## src/rtl/core/tpa_pkg.sv

```systemverilog
// Shared types, codes and defaults of the tuner preemption allocator.
// Used by the channel interfaces, the allocator core and its sequencer.
`default_nettype none

package tpa_pkg;

	localparam int MAX_CLIENTS_DEF = 16;
	localparam int ID_BITS_DEF = 8;

	localparam int CFG_W = 5;
	localparam int CFG_IDX_W = 1;
	localparam int PORT_ID_W = 8;
	localparam int STATUS_W = 3;

	localparam logic CMD_ATTACH = 1'b0;
	localparam logic CMD_DETACH = 1'b1;

	localparam logic [CFG_IDX_W-1:0] CFG_TUNER_COUNT = 1'b0;
	localparam logic [CFG_IDX_W-1:0] CFG_AUDIO_SRC_COUNT = 1'b1;

	localparam logic [STATUS_W-1:0] ST_OK = 3'd0;
	localparam logic [STATUS_W-1:0] ST_DUP = 3'd1;
	localparam logic [STATUS_W-1:0] ST_OPEN_FAIL = 3'd2;
	localparam logic [STATUS_W-1:0] ST_NOT_FOUND = 3'd3;
	localparam logic [STATUS_W-1:0] ST_FULL = 3'd4;

	typedef struct packed {
		logic                 cmd;
		logic [PORT_ID_W-1:0] client_id;
		logic                 want_audio;
		logic                 open_ok;
	} req_t;

	typedef struct packed {
		logic [STATUS_W-1:0]  status;
		logic                 lost_valid;
		logic [PORT_ID_W-1:0] lost_id;
		logic                 gained_valid;
		logic [PORT_ID_W-1:0] gained_id;
		logic                 audio_off;
		logic                 audio_on;
	} rsp_t;

	typedef struct packed {
		logic [CFG_W-1:0] tuner_count;
		logic [CFG_W-1:0] audio_source_count;
	} cfg_t;

endpackage

`default_nettype wire

```

## src/rtl/core/tpa_if.sv

```systemverilog
// Valid/ready channel interfaces for request and response items.
// Depends on tpa_pkg for the payload types.
`default_nettype none

interface tpa_req_if;
	import tpa_pkg::*;
	logic valid;
	logic ready;
	req_t payload;
	modport source (output valid, output payload, input ready);
	modport sink (input valid, input payload, output ready);
endinterface

interface tpa_rsp_if;
	import tpa_pkg::*;
	logic valid;
	logic ready;
	rsp_t payload;
	modport source (output valid, output payload, input ready);
	modport sink (input valid, input payload, output ready);
endinterface

`default_nettype wire

```

## src/rtl/core/tuner_preemption_allocator_core.sv

```systemverilog
// Tuner preemption allocator: request/response channels of attach and detach
// items, a table of up to MAX_CLIENTS clients kept in one RAM in age order.
//
// req carries one item (cmd, client_id, want_audio, open_ok); rsp returns
// exactly one result item for it (status, lost and gained client, audio
// disconnect and connect). The two configuration registers are written
// through cfg_we/cfg_idx/cfg_wdata; the user must write them only while the
// block is idle, which the block itself does not enforce.
//
// Items are handled one at a time. An attach takes a scan of the table, one
// entry per cycle through the RAM read port, then up to two writes. A detach
// scans the table, then shifts the younger entries down one per cycle and may
// write one grant.
//
// Reset empties the table (the entry count goes to zero; no clearing pass) and
// sets both tuner counts to one. The result sits in an output register, so a
// new item is taken while rsp is stalled; a second finished result waits in
// the sequencer until the output register frees.
`default_nettype none

module tuner_preemption_allocator_core #(
	parameter int MAX_CLIENTS = tpa_pkg::MAX_CLIENTS_DEF,
	parameter int ID_BITS = tpa_pkg::ID_BITS_DEF
) (
	input  wire logic                             clk,
	input  wire logic                             arst_n,
	input  wire logic                             cfg_we,
	input  wire logic [tpa_pkg::CFG_IDX_W-1:0]    cfg_idx,
	input  wire logic [tpa_pkg::CFG_W-1:0]        cfg_wdata,
	tpa_req_if.sink                               req,
	tpa_rsp_if.source                             rsp
);

	import tpa_pkg::*;

	localparam int AW = $clog2(MAX_CLIENTS);
	localparam int EW = ID_BITS + 2;

	cfg_t          cfg_q;
	logic          rsp_valid_q;
	rsp_t          rsp_q;

	logic          res_valid, res_ready;
	rsp_t          res_data;
	logic          ram_we;
	logic [AW-1:0] ram_waddr, ram_raddr;
	logic [EW-1:0] ram_wdata, ram_rdata;

	always_ff @(posedge clk or negedge arst_n) begin
		if (!arst_n) begin
			cfg_q.tuner_count <= CFG_W'(1);
			cfg_q.audio_source_count <= CFG_W'(1);
		end else if (cfg_we) begin
			unique case (cfg_idx)
				CFG_TUNER_COUNT: cfg_q.tuner_count <= cfg_wdata;
				CFG_AUDIO_SRC_COUNT: cfg_q.audio_source_count <= cfg_wdata;
				default: cfg_q <= cfg_q;
			endcase
		end
	end

	assign res_ready = !rsp_valid_q || rsp.ready;

	always_ff @(posedge clk or negedge arst_n) begin
		if (!arst_n) begin
			rsp_valid_q <= 1'b0;
			rsp_q <= '0;
		end else if (res_ready) begin
			rsp_valid_q <= res_valid;
			if (res_valid) begin
				rsp_q <= res_data;
			end
		end
	end

	assign rsp.valid = rsp_valid_q;
	assign rsp.payload = rsp_q;

	tpa_seq #(
		.MAX_CLIENTS (MAX_CLIENTS),
		.ID_BITS     (ID_BITS)
	) u_seq (
		.clk       (clk),
		.arst_n    (arst_n),
		.cfg       (cfg_q),
		.req_valid (req.valid),
		.req_ready (req.ready),
		.req_data  (req.payload),
		.res_valid (res_valid),
		.res_ready (res_ready),
		.res_data  (res_data),
		.ram_we    (ram_we),
		.ram_waddr (ram_waddr),
		.ram_wdata (ram_wdata),
		.ram_raddr (ram_raddr),
		.ram_rdata (ram_rdata)
	);

	tpa_ram #(
		.WIDTH (EW),
		.DEPTH (MAX_CLIENTS)
	) u_table (
		.clk   (clk),
		.we    (ram_we),
		.waddr (ram_waddr),
		.wdata (ram_wdata),
		.raddr (ram_raddr),
		.rdata (ram_rdata)
	);

endmodule

`default_nettype wire

```

## src/rtl/core/tpa_ram.sv

```systemverilog
// Generic simple dual-port RAM: one write port, one read port, registered read.
// No dependencies.
`default_nettype none

module tpa_ram #(
	parameter int WIDTH = 8,
	parameter int DEPTH = 16,
	localparam int AW = $clog2(DEPTH)
) (
	input  wire logic             clk,
	input  wire logic             we,
	input  wire logic [AW-1:0]    waddr,
	input  wire logic [WIDTH-1:0] wdata,
	input  wire logic [AW-1:0]    raddr,
	output logic      [WIDTH-1:0] rdata
);

	logic [WIDTH-1:0] mem [DEPTH];

	always_ff @(posedge clk) begin
		if (we) begin
			mem[waddr] <= wdata;
		end
		rdata <= mem[raddr];
	end

endmodule

`default_nettype wire

```

## src/rtl/core/tpa_seq.sv

```systemverilog
// Sequencer of the allocator: scans the client table in RAM, decides
// preemption or reallocation, and writes the table back. Depends on tpa_pkg.
`default_nettype none

module tpa_seq #(
	parameter int MAX_CLIENTS = tpa_pkg::MAX_CLIENTS_DEF,
	parameter int ID_BITS = tpa_pkg::ID_BITS_DEF,
	localparam int AW = $clog2(MAX_CLIENTS),
	localparam int EW = ID_BITS + 2
) (
	input  wire logic          clk,
	input  wire logic          arst_n,
	input  wire tpa_pkg::cfg_t cfg,
	input  wire logic          req_valid,
	output logic               req_ready,
	input  wire tpa_pkg::req_t req_data,
	output logic               res_valid,
	input  wire logic          res_ready,
	output tpa_pkg::rsp_t      res_data,
	output logic               ram_we,
	output logic [AW-1:0]      ram_waddr,
	output logic [EW-1:0]      ram_wdata,
	output logic [AW-1:0]      ram_raddr,
	input  wire logic [EW-1:0] ram_rdata
);

	import tpa_pkg::*;

	localparam int CW = $clog2(MAX_CLIENTS + 1);
	localparam int CMPW = (CW + 1 > CFG_W) ? CW + 1 : CFG_W;

	typedef enum logic [2:0] {
		S_IDLE, S_SCAN, S_DECIDE, S_VICTIM_WR, S_NEW_WR, S_SHIFT, S_GRANT_WR, S_DONE
	} state_t;

	state_t state_q;

	logic               cmd_q, audio_q, ok_q;
	logic [ID_BITS-1:0] id_q;
	logic [CW-1:0]      count_q, rd_addr_q;
	logic               v_s1;
	logic [AW-1:0]      idx_s1;

	logic               found_q, held_q, aoff_q, grant_q;
	logic [AW-1:0]      found_idx_q;
	logic [CW-1:0]      n_audio_q, n_plain_q;
	// Oldest holders (attach) and youngest waiting clients (detach).
	logic               oa_v_q, op_v_q, ya_v_q, yp_v_q;
	logic [AW-1:0]      oa_idx_q, op_idx_q, ya_idx_q, yp_idx_q;
	logic [ID_BITS-1:0] oa_id_q, op_id_q, ya_id_q, yp_id_q;

	logic [AW-1:0]      sel_idx_q;
	logic [ID_BITS-1:0] sel_id_q;
	logic               sel_audio_q;
	rsp_t               res_q;

	logic [ID_BITS-1:0] e_id;
	logic               e_audio, e_tuner, hit, cnt_en;
	logic [AW-1:0]      new_idx;
	logic               lim_audio, lim_tuner, audio_free;
	logic               vic_v, vic_audio;
	logic [AW-1:0]      vic_idx;
	logic [ID_BITS-1:0] vic_id;
	logic               pick_v, pick_audio;
	logic [AW-1:0]      pick_idx;
	logic [ID_BITS-1:0] pick_id;
	logic               pass_end;

	assign e_id = ram_rdata[EW-1:2];
	assign e_audio = ram_rdata[1];
	assign e_tuner = ram_rdata[0];
	assign hit = v_s1 && (e_id == id_q) && !found_q;
	// On detach the removed entry is left out, and later entries move down by one.
	assign cnt_en = v_s1 && ((cmd_q == CMD_ATTACH) || !hit);
	assign new_idx = found_q ? (idx_s1 - AW'(1)) : idx_s1;
	assign pass_end = (rd_addr_q == count_q) && !v_s1;

	assign lim_audio = CMPW'(n_audio_q) >= CMPW'(cfg.audio_source_count);
	assign lim_tuner = (CMPW'(n_audio_q) + CMPW'(n_plain_q)) >= CMPW'(cfg.tuner_count);
	assign audio_free = !lim_audio;

	always_comb begin
		vic_v = 1'b0;
		vic_audio = 1'b1;
		vic_idx = oa_idx_q;
		vic_id = oa_id_q;
		if (audio_q) begin
			vic_v = lim_audio && oa_v_q;
		end else if (lim_tuner) begin
			if (op_v_q) begin
				vic_v = 1'b1;
				vic_audio = 1'b0;
				vic_idx = op_idx_q;
				vic_id = op_id_q;
			end else begin
				vic_v = oa_v_q;
			end
		end
	end

	always_comb begin
		pick_v = yp_v_q;
		pick_audio = 1'b0;
		pick_idx = yp_idx_q;
		pick_id = yp_id_q;
		if (audio_free && ya_v_q) begin
			pick_v = 1'b1;
			pick_audio = 1'b1;
			pick_idx = ya_idx_q;
			pick_id = ya_id_q;
		end
	end

	always_comb begin
		ram_we = 1'b0;
		ram_waddr = sel_idx_q;
		ram_wdata = {sel_id_q, sel_audio_q, 1'b0};
		case (state_q)
			S_VICTIM_WR: ram_we = 1'b1;
			S_GRANT_WR: begin
				ram_we = 1'b1;
				ram_wdata = {sel_id_q, sel_audio_q, 1'b1};
			end
			S_NEW_WR: begin
				ram_we = 1'b1;
				ram_waddr = count_q[AW-1:0];
				ram_wdata = {id_q, audio_q, 1'b1};
			end
			S_SHIFT: begin
				ram_we = v_s1;
				ram_waddr = idx_s1 - AW'(1);
				ram_wdata = ram_rdata;
			end
			default: ram_we = 1'b0;
		endcase
	end

	assign ram_raddr = rd_addr_q[AW-1:0];
	assign req_ready = (state_q == S_IDLE);
	assign res_valid = (state_q == S_DONE);
	assign res_data = res_q;

	always_ff @(posedge clk or negedge arst_n) begin
		if (!arst_n) begin
			state_q <= S_IDLE;
			cmd_q <= CMD_ATTACH;
			audio_q <= 1'b0;
			ok_q <= 1'b0;
			id_q <= '0;
			count_q <= '0;
			rd_addr_q <= '0;
			v_s1 <= 1'b0;
			idx_s1 <= '0;
			found_q <= 1'b0;
			held_q <= 1'b0;
			aoff_q <= 1'b0;
			grant_q <= 1'b0;
			found_idx_q <= '0;
			n_audio_q <= '0;
			n_plain_q <= '0;
			oa_v_q <= 1'b0;
			op_v_q <= 1'b0;
			ya_v_q <= 1'b0;
			yp_v_q <= 1'b0;
			oa_idx_q <= '0;
			op_idx_q <= '0;
			ya_idx_q <= '0;
			yp_idx_q <= '0;
			oa_id_q <= '0;
			op_id_q <= '0;
			ya_id_q <= '0;
			yp_id_q <= '0;
			sel_idx_q <= '0;
			sel_id_q <= '0;
			sel_audio_q <= 1'b0;
			res_q <= '0;
		end else begin
			unique case (state_q)
				S_IDLE: begin
					if (req_valid) begin
						cmd_q <= req_data.cmd;
						id_q <= ID_BITS'(req_data.client_id);
						audio_q <= req_data.want_audio;
						ok_q <= req_data.open_ok;
						rd_addr_q <= '0;
						v_s1 <= 1'b0;
						found_q <= 1'b0;
						n_audio_q <= '0;
						n_plain_q <= '0;
						oa_v_q <= 1'b0;
						op_v_q <= 1'b0;
						ya_v_q <= 1'b0;
						yp_v_q <= 1'b0;
						// The result is built up field by field from a cleared register.
						res_q <= '0;
						grant_q <= 1'b0;
						state_q <= S_SCAN;
					end
				end
				S_SCAN: begin
					if (rd_addr_q < count_q) begin
						v_s1 <= 1'b1;
						idx_s1 <= rd_addr_q[AW-1:0];
						rd_addr_q <= rd_addr_q + CW'(1);
					end else begin
						v_s1 <= 1'b0;
					end
					if (hit) begin
						found_q <= 1'b1;
						found_idx_q <= idx_s1;
						held_q <= e_tuner;
						aoff_q <= e_audio;
					end
					if (cnt_en) begin
						if (e_tuner) begin
							if (e_audio) begin
								n_audio_q <= n_audio_q + CW'(1);
								if (!oa_v_q) begin
									oa_v_q <= 1'b1;
									oa_idx_q <= idx_s1;
									oa_id_q <= e_id;
								end
							end else begin
								n_plain_q <= n_plain_q + CW'(1);
								if (!op_v_q) begin
									op_v_q <= 1'b1;
									op_idx_q <= idx_s1;
									op_id_q <= e_id;
								end
							end
						end else if (e_audio) begin
							ya_v_q <= 1'b1;
							ya_idx_q <= new_idx;
							ya_id_q <= e_id;
						end else begin
							yp_v_q <= 1'b1;
							yp_idx_q <= new_idx;
							yp_id_q <= e_id;
						end
					end
					if (pass_end) begin
						state_q <= S_DECIDE;
					end
				end
				S_DECIDE: begin
					if (cmd_q == CMD_ATTACH) begin
						if (found_q) begin
							res_q.status <= ST_DUP;
							state_q <= S_DONE;
						end else if (count_q == CW'(MAX_CLIENTS)) begin
							res_q.status <= ST_FULL;
							state_q <= S_DONE;
						end else begin
							sel_idx_q <= vic_idx;
							sel_id_q <= vic_id;
							sel_audio_q <= vic_audio;
							if (vic_v) begin
								res_q.lost_valid <= 1'b1;
								res_q.lost_id <= PORT_ID_W'(vic_id);
								res_q.audio_off <= vic_audio;
								state_q <= S_VICTIM_WR;
							end else if (ok_q) begin
								state_q <= S_NEW_WR;
							end else begin
								res_q.status <= ST_OPEN_FAIL;
								state_q <= S_DONE;
							end
						end
					end else if (!found_q) begin
						res_q.status <= ST_NOT_FOUND;
						state_q <= S_DONE;
					end else begin
						rd_addr_q <= CW'(found_idx_q) + CW'(1);
						v_s1 <= 1'b0;
						sel_idx_q <= pick_idx;
						sel_id_q <= pick_id;
						sel_audio_q <= pick_audio;
						if (held_q) begin
							res_q.audio_off <= aoff_q;
							if (pick_v) begin
								if (ok_q) begin
									grant_q <= 1'b1;
									res_q.gained_valid <= 1'b1;
									res_q.gained_id <= PORT_ID_W'(pick_id);
									res_q.audio_on <= pick_audio;
								end else begin
									res_q.status <= ST_OPEN_FAIL;
								end
							end
						end
						state_q <= S_SHIFT;
					end
				end
				S_VICTIM_WR: begin
					if (ok_q) begin
						state_q <= S_NEW_WR;
					end else begin
						res_q.status <= ST_OPEN_FAIL;
						state_q <= S_DONE;
					end
				end
				S_NEW_WR: begin
					count_q <= count_q + CW'(1);
					res_q.gained_valid <= 1'b1;
					res_q.gained_id <= PORT_ID_W'(id_q);
					res_q.audio_on <= audio_q;
					state_q <= S_DONE;
				end
				S_SHIFT: begin
					// Each entry read here is written one place lower next cycle.
					if (rd_addr_q < count_q) begin
						v_s1 <= 1'b1;
						idx_s1 <= rd_addr_q[AW-1:0];
						rd_addr_q <= rd_addr_q + CW'(1);
					end else begin
						v_s1 <= 1'b0;
					end
					if (pass_end) begin
						count_q <= count_q - CW'(1);
						state_q <= grant_q ? S_GRANT_WR : S_DONE;
					end
				end
				S_GRANT_WR: state_q <= S_DONE;
				S_DONE: begin
					if (res_ready) begin
						state_q <= S_IDLE;
					end
				end
				default: state_q <= S_IDLE;
			endcase
		end
	end

`ifndef SYNTHESIS
	a_count_range: assert property (@(posedge clk) disable iff (!arst_n)
		count_q <= CW'(MAX_CLIENTS))
		else $error("client count beyond table depth");

	a_accept_scan: assert property (@(posedge clk) disable iff (!arst_n)
		(req_valid && req_ready) |=> (state_q == S_SCAN))
		else $error("accepted item did not start a table scan");

	a_write_states: assert property (@(posedge clk) disable iff (!arst_n)
		ram_we |-> (state_q != S_IDLE && state_q != S_SCAN && state_q != S_DONE))
		else $error("table written outside an update step");

	a_dup_quiet: assert property (@(posedge clk) disable iff (!arst_n)
		(res_valid && res_data.status == ST_DUP)
		|-> (!res_data.lost_valid && !res_data.gained_valid))
		else $error("duplicate attach changed tuner ownership");
`endif

endmodule

`default_nettype wire
```

## src/flat_wrapper.sv

```systemverilog
// flat-port wrapper written by rule: the top's interface ports become plain ports
module tuner_preemption_allocator_core_flat import tpa_pkg::*;
#(
	parameter int MAX_CLIENTS = tpa_pkg::MAX_CLIENTS_DEF,
	parameter int ID_BITS = tpa_pkg::ID_BITS_DEF
)
  (clk, arst_n, cfg_we, cfg_idx, cfg_wdata, req_valid, req_payload, req_ready, rsp_valid, rsp_payload, rsp_ready);
  tpa_req_if req_i ();
  tpa_rsp_if rsp_i ();
  input  wire logic clk;
  input  wire logic arst_n;
  input  wire logic cfg_we;
  input  wire logic [tpa_pkg::CFG_IDX_W-1:0] cfg_idx;
  input  wire logic [tpa_pkg::CFG_W-1:0] cfg_wdata;
  input wire logic [$bits(req_i.valid)-1:0] req_valid;
  input wire logic [$bits(req_i.payload)-1:0] req_payload;
  output wire logic [$bits(req_i.ready)-1:0] req_ready;
  output wire logic [$bits(rsp_i.valid)-1:0] rsp_valid;
  output wire logic [$bits(rsp_i.payload)-1:0] rsp_payload;
  input wire logic [$bits(rsp_i.ready)-1:0] rsp_ready;
  assign req_i.valid = req_valid;
  assign req_i.payload = req_payload;
  assign req_ready = req_i.ready;
  assign rsp_valid = rsp_i.valid;
  assign rsp_payload = rsp_i.payload;
  assign rsp_i.ready = rsp_ready;
  tuner_preemption_allocator_core #(.MAX_CLIENTS(MAX_CLIENTS), .ID_BITS(ID_BITS)) u_core (.clk(clk), .arst_n(arst_n), .cfg_we(cfg_we), .cfg_idx(cfg_idx), .cfg_wdata(cfg_wdata), .req(req_i), .rsp(rsp_i));
endmodule
```

## config.mk

```make
export PLATFORM = sky130hd
export DESIGN_NAME = tuner_preemption_allocator_core_flat
export DESIGN_NICKNAME = d
export VERILOG_FILES = /design/src/rtl/core/tpa_pkg.sv /design/src/rtl/core/tpa_if.sv /design/src/rtl/core/tuner_preemption_allocator_core.sv /design/src/rtl/core/tpa_ram.sv /design/src/rtl/core/tpa_seq.sv /design/src/flat_wrapper.sv
export SDC_FILE = /design/constraint.sdc
export NUM_CORES = 1
export LEC_CHECK = 0
export BUFFER_PORTS_ARGS = -buffer_cell sky130_fd_sc_hd__buf_2
export CORE_MARGIN = 3
export CORE_UTILIZATION = 40
export DETAILED_ROUTE_END_ITERATION = 6
export SYNTH_ARGS = -nofsm -noshare
export SYNTH_HDL_FRONTEND = slang
export SYNTH_HIERARCHICAL = 1
export SYNTH_SLANG_ARGS = --single-unit
```

## constraint.sdc

```tcl
create_clock -name clk -period 4 [get_ports clk]
set_input_delay 0.8 -clock clk [delete_from_list [all_inputs] [get_ports clk]]
set_output_delay 0.8 -clock clk [all_outputs]
set_load 0.02 [all_outputs]
```

-- Word-level counts from Yosys, hierarchy flattened
Memory sizes are Yosys's and may differ from the RTL's. A register that Yosys moved wholly into a read port is not among the register bits.
Cells that the tools add are included.
Widths: inputs -> output; s select.
- add/subtract/negate cells: 8
- $mul: 0
- div/mod/pow operators: 0
- order comparisons: 3
- equality and inequality tests: 41
- shift operators: 0
- mux-type cells: 118
- bitwise gates (word level): 6
- reductions and logical operators: 48
- operators by type and width (kind ; count):
    $mux 8 ; 8
    $mux 9 ; 7
    $mux 5 ; 11
    $mux 3 ; 16
    $mux 1 ; 42
    $ne 2x2->1 const B ; 21
    $reduce_and 5->1 ; 8
    $mux 4 ; 9
    $pmux 10 s3 ; 1
    $pmux 5 s2 ; 3
    $pmux 9 s3 ; 1
    $mux 23 ; 1
    $mux 11 ; 2
    $pmux 3 s7 ; 1
    $reduce_and 7->1 ; 3
    $add 5x1->5 const B ; 4
    $reduce_and 4->1 ; 5
    $pmux 9 s2 ; 1
    $pmux 1 s2 ; 8
    $ne 3x3->1 const B ; 5
    $pmux 5 s3 ; 1
    $reduce_and 2->1 ; 7
    $eq 3x3->1 const B ; 4
    $pmux 3 s3 ; 1
    other kinds (29) ; 54
- flip-flop bits (word level): 169
- latch bits: 0
- RAM bits: 160
- ROM bits: 0
- input port bits: 22
- word-level logic and storage cells: 273
- memories kept: 1
- memories (name ; words ; width ; rd ports ; clocked after Yosys merged registers in ; write ports ; line ; RTL):
    u_core.u_table.mem ; 16 ; 10 ; 1 ; 1 ; 1 ; tpa_ram.sv:18 ; logic [WIDTH-1:0] mem [DEPTH];

-- Depth between registers and ports, before layout
Gate-level depths: netlist of the first run.
- word-level depth: 10
- mapped depth: 13

-- Modules after synthesis
Netlist of the first run, hierarchy kept.
- modules (own cells, without submodules) (module ; times used ; cells each ; area each (µm²) ; seq. area each (µm²)):
    tpa_seq ; 1 ; 738 ; 7375.8 ; 3378.2
    tpa_ram ; 1 ; 279 ; 6353.6 ; 5004.8
    tuner_preemption_allocator_core ; 1 ; 74 ; 1382.6 ; 853.3

-- Worst setup path after synthesis of the first run
OpenSTA, ideal clock, no wires.
- path type: reg-to-reg
- start: register u_core.u_seq.n_audio_q[0]
- end: register u_core.u_seq.sel_idx_q[3]
- setup time: 122 ps
- arrival: 3129 ps
- path slack: 750 ps
- cell stages (with the launch flop): 13
- clock period less this slack: 3250 ps
- path through: dfrtp_1 > ha_1 > fa_1 > a21o_1 > a21oi_1 > xnor2_1 > ha_1 > a211o_1 > a311o_1 > and3b_1 > buf_2 > or3_1 > a32o_1
- longest elaborated chain between the ends: 7
- ends and longest elaborated chain (element ; line ; RTL):
    from (decl) ; tpa_seq.sv:46 ; logic [CW-1:0] n_audio_q, n_plain_q;
    from (signal assigned) ; tpa_seq.sv:217 ; n_audio_q <= n_audio_q + CW'(1);
    $add 5x5->6 ; tpa_seq.sv:79 ; assign lim_tuner = (CMPW'(n_audio_q) + CMPW'(n_plain_q)) >= CMPW'(cfg.tuner_count);
    $ge 6x5->1 ; tpa_seq.sv:79 ;
    $mux 4 ; tpa_seq.sv:89 ; end else if (lim_tuner) begin
    $mux 4 ; tpa_seq.sv:87 ; if (audio_q) begin
    $mux 4 ; tpa_seq.sv:250 ; end else if (count_q == CW'(MAX_CLIENTS)) begin
    $mux 4 ; tpa_seq.sv:247 ; if (found_q) begin
    $mux 4 (*) ; tpa_seq.sv:246 ; if (cmd_q == CMD_ATTACH) begin
    to (signal assigned) ; tpa_seq.sv:254 ; sel_idx_q <= vic_idx;
    to (signal assigned) ; tpa_seq.sv:275 ; sel_idx_q <= pick_idx;
    to (decl) ; tpa_seq.sv:52 ; logic [AW-1:0] sel_idx_q;
Mark *: on every way between the ends. The rest lies on a longest branch, timed or not. The select of a mux whose other input is x is not followed.
A chain may end at the register's enable or synchronous reset.

-- Final worst setup path of the first run
- start: register u_core.u_seq.n_audio_q[0]
- end: register u_core.u_seq.res_q, in the netlist u_core/u_seq/res_data[12]
- longest elaborated chain between the ends: 9
- ends and longest elaborated chain (element ; line ; RTL):
    $add 5x5->6 ; tpa_seq.sv:79 ;
    $ge 6x5->1 ; tpa_seq.sv:79 ;
    $mux 8 ; tpa_seq.sv:89 ;
    $mux 8 ; tpa_seq.sv:87 ;
    $mux 9 ; tpa_seq.sv:257 ; if (vic_v) begin
    $mux 9 ; tpa_seq.sv:250 ;
    $mux 9 ; tpa_seq.sv:247 ;
    $mux 9 ; tpa_seq.sv:246 ;
    $pmux 9 s2 ; tpa_seq.sv:178 ; unique case (state_q)
    to (decl) ; tpa_seq.sv:55 ; rsp_t res_q;
Parallel ways exist; a longest one is shown, timed or not. The select of a mux whose other input is x is not followed.

==> results.md, run 1 <==
| Stage | Quantity | Value |
|:---|:---|:---|
| pwr | Proportion of total power due to net switching | 34.63% |
| routing | Count of vias placed by the detailed router | 9069 |
| yosys | Area contributors post-synth | sky130_fd_sc_hd__edfxtp_1 (32%), sky130_fd_sc_hd__dfrtp_1 (28%), sky130_fd_sc_hd__mux4_2 (4.2%), sky130_fd_sc_hd__mux2_2 (3.2%), sky130_fd_sc_hd__nand2_1 (3.0%) |
| sta | Final hold violation count | 0 |
| grt | Vias in the first global route | 9161 |
| grt | Tot GR Track Use | 16.44% |
| clock network | Hold bufs inserted after CTS | 0 |
| pwr | Total power per unit cell area | 802.1 nW/um^2 |
| worst setup path | Slowest cell on the critical path | sky130_fd_sc_hd__dfrtp_1 |
| pwr | Share of power burned in the clock network | 23.9% |
| run | MaxCap Viol Count | 0 |
| clock network | Max Root-Sink Buffers | 3 |
| clock network | Number of buffers inserted during clock tree synthesis | 38 |
| worst setup path | Crit. End Element | flop |
| worst setup path | Depth of the critical timing path with buffers and inverters included | 12 |
| clock network | Maximum level of the CTS H-tree | 2 |
| yosys | Synth async-reset ratio | 49.85% |
| yosys | Most used standard cell by instance count after synthesis | sky130_fd_sc_hd__dfrtp_1 |
| grt | Residual overflow from global routing | 0 |
| yosys | Average footprint of a synthesized cell | 13.85 um^2 |
| routing | Residual DRC | 0 |
| routing | Detailed router's first-iteration violation count | 642 |
| worst setup path | CP Max Fanout | 11 |
| yosys | Number of synthesized register bits | 339 |
| floorplan | Total die area | 40150 um^2 |
| sta | Fin crit share | 89.60% |
| worst setup path | Data arrival, critical path | 3.93 ns |
| sta | Worst Hold Slack | 0.3391 ns |
| yosys | Number of flops mapped to enable cells by yosys | 160 |
| routing | Drt pass-1 iters | 5 |
| final layout | Area growth syn-to-layout | 13.88% |
| yosys | Sequential-to-total area share from yosys stat | 61.12% |
| yosys | Primary FF master, synth | sky130_fd_sc_hd__dfrtp_1 |
| worst setup path | Critical Path Source Type | flop |
| worst setup path | CP required | 4.35 ns |
| grt | Met2 usage | 25.96% |
| routing | Detailed-route wire length per cell | 19.44 um |
| floorplan | DIE HEIGHT | 200.4 um |
| grt | Met1 Resource Use GR | 23.98% |
| sta | RSZ-0062 raised after global routing | no |
| clock network | Clock Sinks | 339 |
| yosys | Post-Synthesis Net Count | 1143 |
| floorplan | CORE AREA | 36960 um^2 |
| floorplan | Initial Util | 40.89% |
| clock network | CTS resizes | 0 |
| grt | GRT Max-Usage Layer | met2 |
| final layout | Inserted Diodes | 0 |
| sta | Final Slew Violations | 0 |
| place | Sum of net half-perimeters after detailed placement | 22140 um |
| yosys | Leading area contributor after synthesis | sky130_fd_sc_hd__edfxtp_1 |
| pwr | Internal power component | 0.009023 W |
| worst setup path | Most frequent cell on the critical path | sky130_fd_sc_hd__ha_1 |
| routing | Detailed-route vias per instance | 5.344 |
| grt | Met3 Use GR | 2.617% |
| final layout | Filler Cells Inserted | 3302 |
| final layout | Number of nets in the layout | 1217 |
| worst setup path | Cell count of the worst reg-to-reg path | 12 |
| worst setup path | Worst Path Buf+Inv | 1 |
| clock network | Root cell of the clock tree | sky130_fd_sc_hd__clkbuf_16 |
| pwr | Switch Pwr | 0.004780 W |
| sta | Fmax | 279.0 MHz |
| sta | Number of endpoints failing setup at the final stage | 0 |
| place | Port bufs | 46 |
| final layout | Layout cells sized above 1 | 20.28% |
| yosys | Synth top area share | 31.79% |
| grt | Largest net degree at the start of global routing | 87 |
| worst setup path | Top delay family on crit path | compound AO/OA/AOI/OAI gates |
| pwr | Fraction of power consumed by sequential logic | 42.6% |
| grt | Number of antenna violations at the first check in global routing | 0 |
| routing | WL final | 32990 um |
| sta | Setup Total Neg Slack | 0 ns |
| pwr | Worst-case vdd ir drop | 327.5 uV |
| sta | Relative slew slack | 23.57% |
| outcome | Result of the run | completed |
| floorplan | IO Count | 47 |
| worst setup path | Category of the critical setup timing path | flop to flop |
| final layout | Combined area of the multi-input logic cells | 5424 um^2 |
| yosys | Mapped cell area | 15110 um^2 |
| floorplan | Row count | 70 |
| place | Final Wtd Congestion | 0.8064 |
| final layout | Non-Filler Instances | 1697 |
| yosys | Synth unique cells | 75 |
| pwr | Cell leakage power | 7.193 nW |
| clock network | Clock-pin slew on the worst setup and hold paths | 0.06 ns |
| final layout | Storage element area | 9238 um^2 |
| worst setup path | Chain of cells forming the critical path | ha_1, fa_1, a21o_1, a21oi_1, xnor2_1, ha_1, a211o_1, a311o_1, and3b_1, buf_4, mux2i_1, o22ai_1 |
| min path | Worst hold path class | input pin to async pin |
| clock network | Clock insertion delay at the later pin of the skew report | 0.53 ns |
| worst setup path | Crit-path max cell delay | 0.45 ns |
| sta | Slew of the pin with the lowest slew margin | 1.144 ns |
| clock network | Clock tree from TritonCTS | built |
| pwr | Comb pwr share | 33.5% |
| yosys | Yosys warning total | 6 |
| place | Placed cell count | 1629 |
| grt | Global-route wire length before repair | 53060 um |
| yosys | Most frequent cells after synthesis | sky130_fd_sc_hd__dfrtp_1 (167), sky130_fd_sc_hd__edfxtp_1 (160), sky130_fd_sc_hd__nand2_1 (120) |
| sta | Tmin final | 3.584 ns |
| yosys | Post-Syn Instances | 1091 |
| sta | Post-route clock skew | 0.02470 ns |
| clock network | Number of post-CTS setup repair buffers | 0 |
| routing | Antenna Nets Post-Route | 0 |
| floorplan | Die boundary width | 200.4 um |
[power by group through the flow]
stage	clock [W]	combinational, W	sequential (W)
global route	0.00353	0.00512	0.00602
finish	0.00329	0.00463	0.00588
floorplan	0	0.00336	0.00570
global placement	0	0.00452	0.00591
detailed placement	0	0.00463	0.00594
CTS	0.00341	0.00465	0.00588
[metal layers]
metal	vias up	part of all wire (%)
li1	4208	-
met1	4630	48
met2	183	46
met3	48	4.1
met4	0	1.9
met5	-	0
[worst reg2reg max path, cell delays in order (launching register included)]
cell and delay, ns:
sky130_fd_sc_hd__dfrtp_1 0.45, sky130_fd_sc_hd__ha_1 0.25, sky130_fd_sc_hd__fa_1 0.40, sky130_fd_sc_hd__a21o_1 0.17, sky130_fd_sc_hd__a21oi_1 0.16, sky130_fd_sc_hd__xnor2_1 0.14
sky130_fd_sc_hd__ha_1 0.26, sky130_fd_sc_hd__a211o_1 0.26, sky130_fd_sc_hd__a311o_1 0.35, sky130_fd_sc_hd__and3b_1 0.35, sky130_fd_sc_hd__buf_4 0.27, sky130_fd_sc_hd__mux2i_1 0.25
sky130_fd_sc_hd__o22ai_1 0.11
[sequential cells by signal, indices dropped and copies added (netlist names), 4 cells and up]
signal / cells
u_core/u_table/mem: 160
u_core/rsp.payload: 23
u_core/u_seq/res_data: 23
u_core/cfg_q: 10
u_core/u_table/rdata: 10
u_core/u_seq/id_q: 8
u_core/u_seq/oa_id_q: 8
u_core/u_seq/op_id_q: 8
u_core/u_seq/sel_id_q: 8
u_core/u_seq/ya_id_q: 8
u_core/u_seq/yp_id_q: 8
u_core/u_seq/count_q: 5
u_core/u_seq/n_audio_q: 5
u_core/u_seq/n_plain_q: 5
u_core/u_seq/rd_addr_q: 5
u_core/u_seq/found_idx_q: 4
u_core/u_seq/idx_s1: 4
u_core/u_seq/oa_idx_q: 4
u_core/u_seq/op_idx_q: 4
u_core/u_seq/sel_idx_q: 4
u_core/u_seq/ya_idx_q: 4
u_core/u_seq/yp_idx_q: 4
[cell usage in the layout, fill, tap and decap left out, types with 33 or more instances in the layout]
master and instances:
sky130_fd_sc_hd__nor2_1 38, sky130_fd_sc_hd__o21ai_0 57, sky130_fd_sc_hd__inv_1 37, sky130_fd_sc_hd__edfxtp_1 160
sky130_fd_sc_hd__nand2_1 120, sky130_fd_sc_hd__buf_4 43, sky130_fd_sc_hd__a21oi_1 35, sky130_fd_sc_hd__dfrtp_1 166
sky130_fd_sc_hd__buf_2 45, sky130_fd_sc_hd__mux2i_1 39, sky130_fd_sc_hd__mux2_1 33, sky130_fd_sc_hd__clkbuf_16 39
sky130_fd_sc_hd__mux2_2 43
[path summary, 6_finish.rpt]
path | startpoint | end | slack, ns
worst max-delay path | u_core/u_seq/n_audio_q[0] | u_core/u_seq/res_data[12] | 0.42
worst min-delay path | arst_n | u_core/cfg_q[7] | 0.34
worst max register to register | u_core/u_seq/n_audio_q[0] | u_core/u_seq/res_data[12] | 0.42
worst min register to register | u_core/u_seq/oa_idx_q[0] | u_core/u_seq/oa_idx_q[0] | 0.48
max in group asynchronous | arst_n | u_core/u_seq/yp_id_q[1] | 2.73
min in group clk | req_payload[10] | u_core/u_seq/cmd_q | 0.48
[per-stage QoR]
step                      total power, W  util, %  area (um^2)  setup WS (ns)
after floorplan                 0.009062        -        15110         0.7497
after global placement           0.01044    43.33        16010         0.5148
after detailed placement         0.01057    43.33        16010         0.4610
after CTS                        0.01394    46.56        17210         0.4448
after global routing             0.01468    46.56        17210         0.1898
final                            0.01380    46.56        17210         0.4159
[final cells by class]
cell class / count / area share (%)
clock buffer: 49 / 6.006
clock inverter: 19 / 0.9379
inverter: 38 / 0.8289
multi-input combinational: 658 / 31.52
sequential: 339 / 53.68
tap: 504 / 3.664
timing repair buffer: 90 / 3.366
[kinds of logic after synthesis]
kind of cell | synth area share (%)
buffers and inverters | 3.005
AOI/OAI and AO/OA | 7.733
DFF | 61.12
and+or+nand+nor | 7.675
xor gates and xnor gates | 1.391
muxes | 16.49
adders and majority gates | 2.583
Note: power is estimated with default switching activity, not from simulation.
==> run 2: changes to the inputs <==
--- a/config.mk
+++ b/config.mk
@@ -5,10 +5,10 @@
 export SDC_FILE = /design/constraint.sdc
 export NUM_CORES = 1
 export LEC_CHECK = 0
-export BUFFER_PORTS_ARGS = -buffer_cell sky130_fd_sc_hd__buf_2
 export CORE_MARGIN = 3
 export CORE_UTILIZATION = 40
 export DETAILED_ROUTE_END_ITERATION = 6
+export DONT_BUFFER_PORTS = 1
 export SYNTH_ARGS = -nofsm -noshare
 export SYNTH_HDL_FRONTEND = slang
 export SYNTH_HIERARCHICAL = 1
==> results.md, run 2 (synthesis gave the netlist of run 1 again) <==
| Stage | Quantity | Value |
|:---|:---|:---|
| worst setup path | Worst r2r dst | u_core/u_seq/res_data[17] |
| clock network | Maximum level of the CTS H-tree | 2 |
| outcome | Failing checks | negative hold slack |
| floorplan | Initial Util | 40.89% |
| sta | Fmax | 276.0 MHz |
| floorplan | IO Count | 47 |
| worst setup path | Depth of the critical timing path with buffers and inverters included | 12 |
| worst setup path | Most frequent cell on the critical path | sky130_fd_sc_hd__ha_1 |
| routing | Detailed router's first-iteration violation count | 652 |
| routing | WL final | 32620 um |
| sta | Worst Hold Slack | -0.02924 ns |
| final layout | Register bank with the most flops | u_core/u_table/mem |
| worst setup path | Critical Path Source Type | flop |
| clock network | Max Root-Sink Buffers | 3 |
| grt | Largest net degree at the start of global routing | 170 |
| pwr | Cell leakage power | 6.985 nW |
| clock network | Root cell of the clock tree | sky130_fd_sc_hd__clkbuf_16 |
| final layout | Storage element area | 9238 um^2 |
| final layout | Combined area of the multi-input logic cells | 5424 um^2 |
| sta | Number of endpoints failing setup at the final stage | 0 |
| floorplan | Total die area | 40150 um^2 |
| sta | Post-route clock skew | 0.01462 ns |
| worst setup path | Cell count of the worst reg-to-reg path | 12 |
| final layout | Most frequent standard cell in the layout excluding fill and tap cells | sky130_fd_sc_hd__dfrtp_1 |
| grt | Number of antenna violations at the first check in global routing | 0 |
| worst setup path | Slowest cell on the critical path | sky130_fd_sc_hd__dfrtp_1 |
| worst setup path | Data arrival, critical path | 3.97 ns |
| routing | Detailed-route vias per instance | 5.338 |
| run | MaxCap Viol Count | 0 |
| routing | Residual DRC | 0 |
| worst setup path | Crit path from | u_core/u_seq/n_audio_q[0] |
| final layout | Area growth syn-to-layout | 12.21% |
| floorplan | CORE AREA | 36960 um^2 |
| min path | Worst hold path class | input pin to async pin |
| clock network | Clock tree from TritonCTS | built |
| routing | Antenna Nets Post-Route | 0 |
| final layout | Leading cell types in the layout, fill and taps excluded | sky130_fd_sc_hd__dfrtp_1 (166), sky130_fd_sc_hd__edfxtp_1 (160), sky130_fd_sc_hd__nand2_1 (120), sky130_fd_sc_hd__o21ai_0 (57), sky130_fd_sc_hd__mux2_2 (43) |
| sta | Tmin final | 3.623 ns |
| clock network | Number of post-CTS setup repair buffers | 0 |
| worst setup path | Destination of the critical timing path | u_core/u_seq/res_data[17] |
| worst setup path | CP required | 4.35 ns |
| pwr | Worst-case vdd ir drop | 317.8 uV |
| worst setup path | Chain of cells forming the critical path | ha_1, fa_1, a21o_1, a21oi_1, xnor2_1, ha_1, a211o_1, a311o_1, and3b_1, buf_4, mux2i_1, o22ai_1 |
| sta | Setup Total Neg Slack | 0 ns |
| final layout | Inserted Diodes | 0 |
| routing | Count of vias placed by the detailed router | 8792 |
| sta | Final hold violation count | 59 |
| final layout | Filler Cells Inserted | 3291 |
| grt | Tot GR Track Use | 16.27% |
| worst setup path | Worst R2R Start | u_core/u_seq/n_audio_q[0] |
| final layout | Largest register FFs | 160 |
| worst setup path | Worst Path Buf+Inv | 1 |
| worst setup path | CP Max Fanout | 11 |
| floorplan | Row count | 70 |
| final layout | Layout cells sized above 1 | 17.50% |
| routing | Drt pass-1 iters | 5 |
| sta | Final Slew Violations | 0 |
| floorplan | Die boundary width | 200.4 um |
| clock network | Clock Sinks | 339 |
| sta | Fin crit share | 90.57% |
| routing | Detailed-route wire length per cell | 19.80 um |
| worst setup path | Crit-path max cell delay | 0.46 ns |
| worst setup path | Register-to-register setup slack | 0.38 ns |
| sta | Relative slew slack | 20.01% |
| grt | Vias in the first global route | 8943 |
| place | Final Wtd Congestion | 0.7957 |
| grt | Residual overflow from global routing | 0 |
| place | Sum of net half-perimeters after detailed placement | 21450 um |
| worst setup path | Category of the critical setup timing path | flop to flop |
| worst setup path | Top delay family on crit path | compound AO/OA/AOI/OAI gates |
| place | Port bufs | 0 |
| sta | Slew of the pin with the lowest slew margin | 1.197 ns |
| clock network | Number of buffers inserted during clock tree synthesis | 37 |
| pwr | Total power per unit cell area | 809.5 nW/um^2 |
| final layout | Number of nets in the layout | 1167 |
| worst setup path | Crit. End Element | flop |
| clock network | Clock insertion delay at the later pin of the skew report | 0.53 ns |
| floorplan | DIE HEIGHT | 200.4 um |
| grt | Global-route wire length before repair | 52740 um |
| clock network | Clock-pin slew on the worst setup and hold paths | 0.06 ns |
| sta | RSZ-0062 raised after global routing | no |
| outcome | Result of the run | finished with violations |
## run 2: cell count changes in the layout (fill, tap and decap cells not counted), sizes merged
cell	change
buf	-49
bufinv	+1
inv	+1
clkbuf	-3
## run 2: power by group
part | switching, W | internal, W
Combinational | 0.00247 | 0.00190
Sequential | 0.000905 | 0.00507
Clock | 0.00138 | 0.00200
Total | 0.00476 | 0.00897
## run 2: metal layers
metal | vias to the layer above | global-route usage, % | routed length [um]
met5 | - | 0 | 0
met2 | 169 | 26.30 | 15220
met3 | 46 | 2.584 | 1237
met4 | 0 | 3.764 | 589
met1 | 4473 | 23.33 | 15570
li1 | 4104 | - | -
## run 2: area by class of cell
type	count	area share, %
Sequential cell	339	54.48
Multi-Input combinational cell	658	31.99
Clock buffer	46	5.954
Tap cell	504	3.719
Timing Repair Buffer	41	1.815
Clock inverter	21	1.210
Inverter	38	0.8411
## run 2: how the worst min path moves through the flow
stage               slack, ns                   startpoint  depth (start not counted)                           to
detailed placement       0.47     u_core/u_seq/oa_idx_q[1]                          1     u_core/u_seq/oa_idx_q[1]
CTS                     -0.05                       arst_n                          0      u_core/u_seq/yp_id_q[3]
floorplan                0.45  u_core/u_seq/found_idx_q[1]                          2  u_core/u_seq/found_idx_q[1]
finish                  -0.03                       arst_n                          0              u_core/cfg_q[2]
global route            -0.05                       arst_n                          0              u_core/cfg_q[2]
global placement         0.46     u_core/u_seq/ya_idx_q[2]                          2     u_core/u_seq/ya_idx_q[2]
## run 2: stage by stage
| stage | setup slack (ns) | utilization (%) | total power, W | cell area [um^2] | instances |
|---|---|---|---|---|---|
| final | 0.3773 | 45.88 | 0.01373 | 16960 | 1647 |
| after global routing | 0.1873 | 45.88 | 0.01458 | 16960 | 1647 |
| after CTS | 0.3613 | 45.88 | 0.01386 | 16960 | 1647 |
| after detailed placement | 0.3985 | 42.59 | 0.01042 | 15740 | 1580 |
| after global placement | 0.5114 | 42.59 | 0.01029 | 15740 | 1580 |
| after floorplan | 0.7497 | - | 0.009062 | 15110 | 1091 |
## run 2: repair_timing
item	in CTS	in global routing
hold endpoints to repair	167	167
gates resized for setup	0	0
endpoints found under the setup margin	0	0
==> run 3: changes to the inputs <==
--- a/config.mk
+++ b/config.mk
@@ -5,6 +5,7 @@
 export SDC_FILE = /design/constraint.sdc
 export NUM_CORES = 1
 export LEC_CHECK = 0
+export ABC_AREA = 1
 export CORE_MARGIN = 3
 export CORE_UTILIZATION = 40
 export DETAILED_ROUTE_END_ITERATION = 6
==> constraint.sdc (replaced) <==
create_clock -name clk -period 3.5 [get_ports clk]
set_input_delay 0.7 -clock clk [delete_from_list [all_inputs] [get_ports clk]]
set_output_delay 0.7 -clock clk [all_outputs]
set_load 0.02 [all_outputs]
==> results.md, run 3 <==
| Stage | Quantity | Value |
|:---|:---|:---|
| sta | Fin crit share | 84.51% |
| yosys | Sequential-to-total area share from yosys stat | 57.35% |
| floorplan | Initial Util | 41.10% |
| final layout | Core occupancy in the finished layout | 45.58% |
| yosys | Combinational family with the most area after synthesis | simple AND/OR/NAND/NOR gates |
| worst setup path | Critical Path Source Type | flop |
| worst setup path | Slowest cell on the critical path | sky130_fd_sc_hd__dfrtp_1 |
| yosys | Post-synthesis mux area share | 0.06215% |
| floorplan | DIE HEIGHT | 206.7 um |
| yosys | Number of synthesized register bits | 339 |
| yosys | Post-synthesis simple-gate area fraction | 25.36% |
| final layout | Layout cells sized above 1 | 7.397% |
| routing | Detailed-route wire length per cell | 17.64 um |
| worst setup path | Worst R2R Start | u_core/u_seq/n_audio_q[0] |
| worst setup path | Chain of cells forming the critical path | ha_1, fa_1, xor2_1, ha_1, nand2_1, nand2_1, nand2_1, nand2_1, nand2_1, nand2_1, nand2_1, nand2_1, nand2_1, nor2_1, o21ai_1 |
| sta | Setup Total Neg Slack | 0 ns |
| pwr | Share of power burned in the clock network | 25.5% |
| yosys | Number of flops mapped to enable cells by yosys | 160 |
| outcome | Result of the run | finished with violations |
| grt | Residual overflow from global routing | 0 |
| clock network | Maximum level of the CTS H-tree | 2 |
| place | Placed cell areas | 16590 um^2 |
| routing | Count of vias placed by the detailed router | 12141 |
| sta | Worst Hold Slack | -0.1442 ns |
| yosys | Post-Syn Instances | 1813 |
| worst setup path | CP Max Fanout | 13 |
| pwr | Total power per unit cell area | 884.3 nW/um^2 |
| routing | Drt pass-1 iters | 6 |
| sta | Relative slew slack | 47.16% |
| final layout | Register bank with the most flops | u_core/u_table/mem |
| clock network | Clock insertion delay at the later pin of the skew report | 0.55 ns |
| grt | Tot GR Track Use | 19.81% |
| sta | Tmin final | 2.958 ns |
| worst setup path | Register-to-register setup slack | 0.54 ns |
| floorplan | Row count | 72 |
| place | Sum of net half-perimeters after detailed placement | 27780 um |
| clock network | Clock-pin slew on the worst setup and hold paths | 0.06 ns |
| final layout | Inserted Diodes | 0 |
| worst setup path | Crit. End Element | flop |
| sta | RSZ-0062 raised after global routing | no |
| pwr | Internal power component | 0.009427 W |
| routing | WL final | 41810 um |
| yosys | Most frequent cells after synthesis | sky130_fd_sc_hd__nand2_1 (642), sky130_fd_sc_hd__inv_1 (224), sky130_fd_sc_hd__nand3_1 (208) |
| final layout | Leading cell types in the layout, fill and taps excluded | sky130_fd_sc_hd__nand2_1 (642), sky130_fd_sc_hd__inv_1 (224), sky130_fd_sc_hd__nand3_1 (208), sky130_fd_sc_hd__dfrtp_1 (166), sky130_fd_sc_hd__edfxtp_1 (160) |
| sta | Slew of the pin with the lowest slew margin | 0.7918 ns |
| pwr | Proportion of total power due to net switching | 40.32% |
| grt | Largest net degree at the start of global routing | 170 |
| yosys | Area fraction in compound gates after synthesis | 5.314% |
| routing | Detailed router's first-iteration violation count | 947 |
| sta | Final hold violation count | 167 |
| grt | Vias in the first global route | 11904 |
| worst setup path | Category of the critical setup timing path | flop to flop |
| routing | Antenna Nets Post-Route | 0 |
| yosys | Area contributors post-synth | sky130_fd_sc_hd__edfxtp_1 (30%), sky130_fd_sc_hd__dfrtp_1 (26%), sky130_fd_sc_hd__nand2_1 (15%), sky130_fd_sc_hd__nand3_1 (6.5%), sky130_fd_sc_hd__inv_1 (5.2%) |
| worst setup path | Crit path from | u_core/u_seq/n_audio_q[0] |
| outcome | Failing checks | negative hold slack |
| routing | Residual DRC | 0 |
| pwr | Cell leakage power | 8.607 nW |
| worst setup path | CP required | 3.94 ns |
| final layout | Most frequent standard cell in the layout excluding fill and tap cells | sky130_fd_sc_hd__nand2_1 |
| pwr | Comb pwr share | 33.8% |
| floorplan | Total die area | 42710 um^2 |
| place | Final Wtd Congestion | 0.9430 |
| final layout | Area growth syn-to-layout | 10.91% |
| pwr | Switch Pwr | 0.006368 W |
| sta | Number of endpoints failing setup at the final stage | 0 |
| yosys | Post-Synthesis Net Count | 1865 |
| yosys | Most used standard cell by instance count after synthesis | sky130_fd_sc_hd__nand2_1 |
| final layout | Design area | 17860 um^2 |
| yosys | Synth async-reset ratio | 49.85% |
| place | Port bufs | 0 |
| sta | Fmax | 338.1 MHz |
| worst setup path | Crit-path max cell delay | 0.44 ns |
| clock network | Max Root-Sink Buffers | 3 |
| yosys | Primary FF master, synth | sky130_fd_sc_hd__dfrtp_1 |
| floorplan | CORE AREA | 39190 um^2 |
| pwr | Fraction of power consumed by sequential logic | 40.7% |
| final layout | Number of nets in the layout | 1875 |
| clock network | Clock tree from TritonCTS | built |
| run | MaxCap Viol Count | 0 |
| routing | Detailed-route vias per instance | 5.123 |
| floorplan | IO Count | 47 |
| worst setup path | Most frequent cell on the critical path | sky130_fd_sc_hd__nand2_1 |
| yosys | Leading area contributor after synthesis | sky130_fd_sc_hd__edfxtp_1 |
| yosys | Xor and xnor area share after synthesis | 1.088% |
| clock network | Root cell of the clock tree | sky130_fd_sc_hd__clkbuf_16 |
| yosys | Average footprint of a synthesized cell | 8.883 um^2 |
| grt | Global-route wire length before repair | 65920 um |
| sta | Final Slew Violations | 0 |
| yosys | Yosys warning total | 6 |
| pwr | Total Power | 0.01580 W |
| yosys | Synth unique cells | 53 |
| clock network | Clock Sinks | 339 |
| min path | Worst hold path class | input pin to async pin |
| grt | Number of antenna violations at the first check in global routing | 0 |
| pwr | Worst-case vdd ir drop | 406.7 uV |
| yosys | Mapped cell area | 16110 um^2 |
| final layout | Filler Cells Inserted | 3777 |
| sta | Post-route clock skew | 0.01564 ns |
| clock network | CTS resizes | 0 |
| yosys | Synth top area share | 29.83% |
| clock network | Number of buffers inserted during clock tree synthesis | 39 |
| clock network | Number of post-CTS setup repair buffers | 0 |
| final layout | Largest register FFs | 160 |
| floorplan | Die boundary width | 206.7 um |
| worst setup path | Data arrival, critical path | 3.39 ns |
| yosys | Adder and majority cell fraction of the synthesized area | 2.424% |
## run 3: cell count changes in the layout (fill, tap and decap cells not counted), moves of 22 or more
cell / delta
sky130_fd_sc_hd__a22oi_1: -22
sky130_fd_sc_hd__nor2_1: +37
sky130_fd_sc_hd__nand3_1: +192
sky130_fd_sc_hd__mux2i_1: -38
sky130_fd_sc_hd__mux2_2: -43
sky130_fd_sc_hd__mux4_2: -28
sky130_fd_sc_hd__mux2_1: -33
sky130_fd_sc_hd__inv_1: +187
sky130_fd_sc_hd__nand2_1: +522
## run 3: worst paths after layout
path / end / cells past startpoint
max in group asynchronous: u_core/u_seq/rd_addr_q[0] / 0
min in group clk: u_core/u_seq/id_q[2] / 2
max reg2reg: u_core/u_seq/sel_id_q[0] / 15
min: u_core/cfg_q[1] / 0
min reg2reg: u_core/u_seq/op_idx_q[0] / 2
max: u_core/u_seq/sel_id_q[0] / 15
## run 3: through the flow
stage | setup WS [ns] | hold WS, ns | cells
after floorplan | 1.017 | 0.4044 | 1813
after global placement | 0.5789 | 0.4102 | 2300
after detailed placement | 0.5174 | 0.4111 | 2300
after CTS | 0.5230 | -0.1802 | 2370
after global routing | 0.2473 | -0.1700 | 2370
final | 0.5423 | -0.1442 | 2370
## run 3: layout make-up
class / instances / area (um^2) / area share (%)
flip-flops and latches: 339 / 9238 / 51.72
multi-input cells: 1165 / 5515 / 30.88
clock buffers: 55 / 1129 / 6.318
inverters: 240 / 908.4 / 5.085
well taps: 518 / 648.1 / 3.628
repair buffers: 38 / 285.3 / 1.597
clock inverters: 15 / 138.9 / 0.7775
## run 3: critical path, delay by kind of cell (launching register included)
| kind | cells | cell delay (ns) |
|---|---|---|
| AND/OR/NAND/NOR | 10 | 1.25 |
| adder cells (fa/ha/maj) | 3 | 0.92 |
| flip-flops | 1 | 0.44 |
| XOR/XNOR | 1 | 0.18 |
| AO/OA/AOI/OAI | 1 | 0.06 |
## run 3: kinds of logic after synthesis
| family | count (synthesis) |
|---|---|
| mux | 1 |
| flops | 339 |
| fa+ha+maj | 30 |
| xor+xnor | 20 |
| buf+inv | 309 |
| simple gates | 967 |
| compound gates | 147 |
## run 3: layer usage
metal | vias to the layer above | global-route usage [%] | routed length, um | share of wire [%]
li1 | 5852 | - | - | -
met1 | 5843 | 26.66 | 18520 | 44
met2 | 356 | 32.27 | 19400 | 46
met3 | 90 | 3.497 | 2481 | 5.9
met4 | 0 | 7.321 | 1405 | 3.4
met5 | - | 0 | 0 | 0
## run 3: power groups by stage
| stage | clock network (W) | registers (W) | logic, W |
|---|---|---|---|
| 2_1_floorplan | 0 | 0.00612 | 0.00387 |
| 3_3_place_gp | 0 | 0.00647 | 0.00521 |
| 3_5_place_dp | 0 | 0.00647 | 0.00534 |
| 4_1_cts | 0.00413 | 0.00641 | 0.00536 |
| 5_1_grt | 0.00431 | 0.00652 | 0.00600 |
| 6_report | 0.00403 | 0.00642 | 0.00534 |
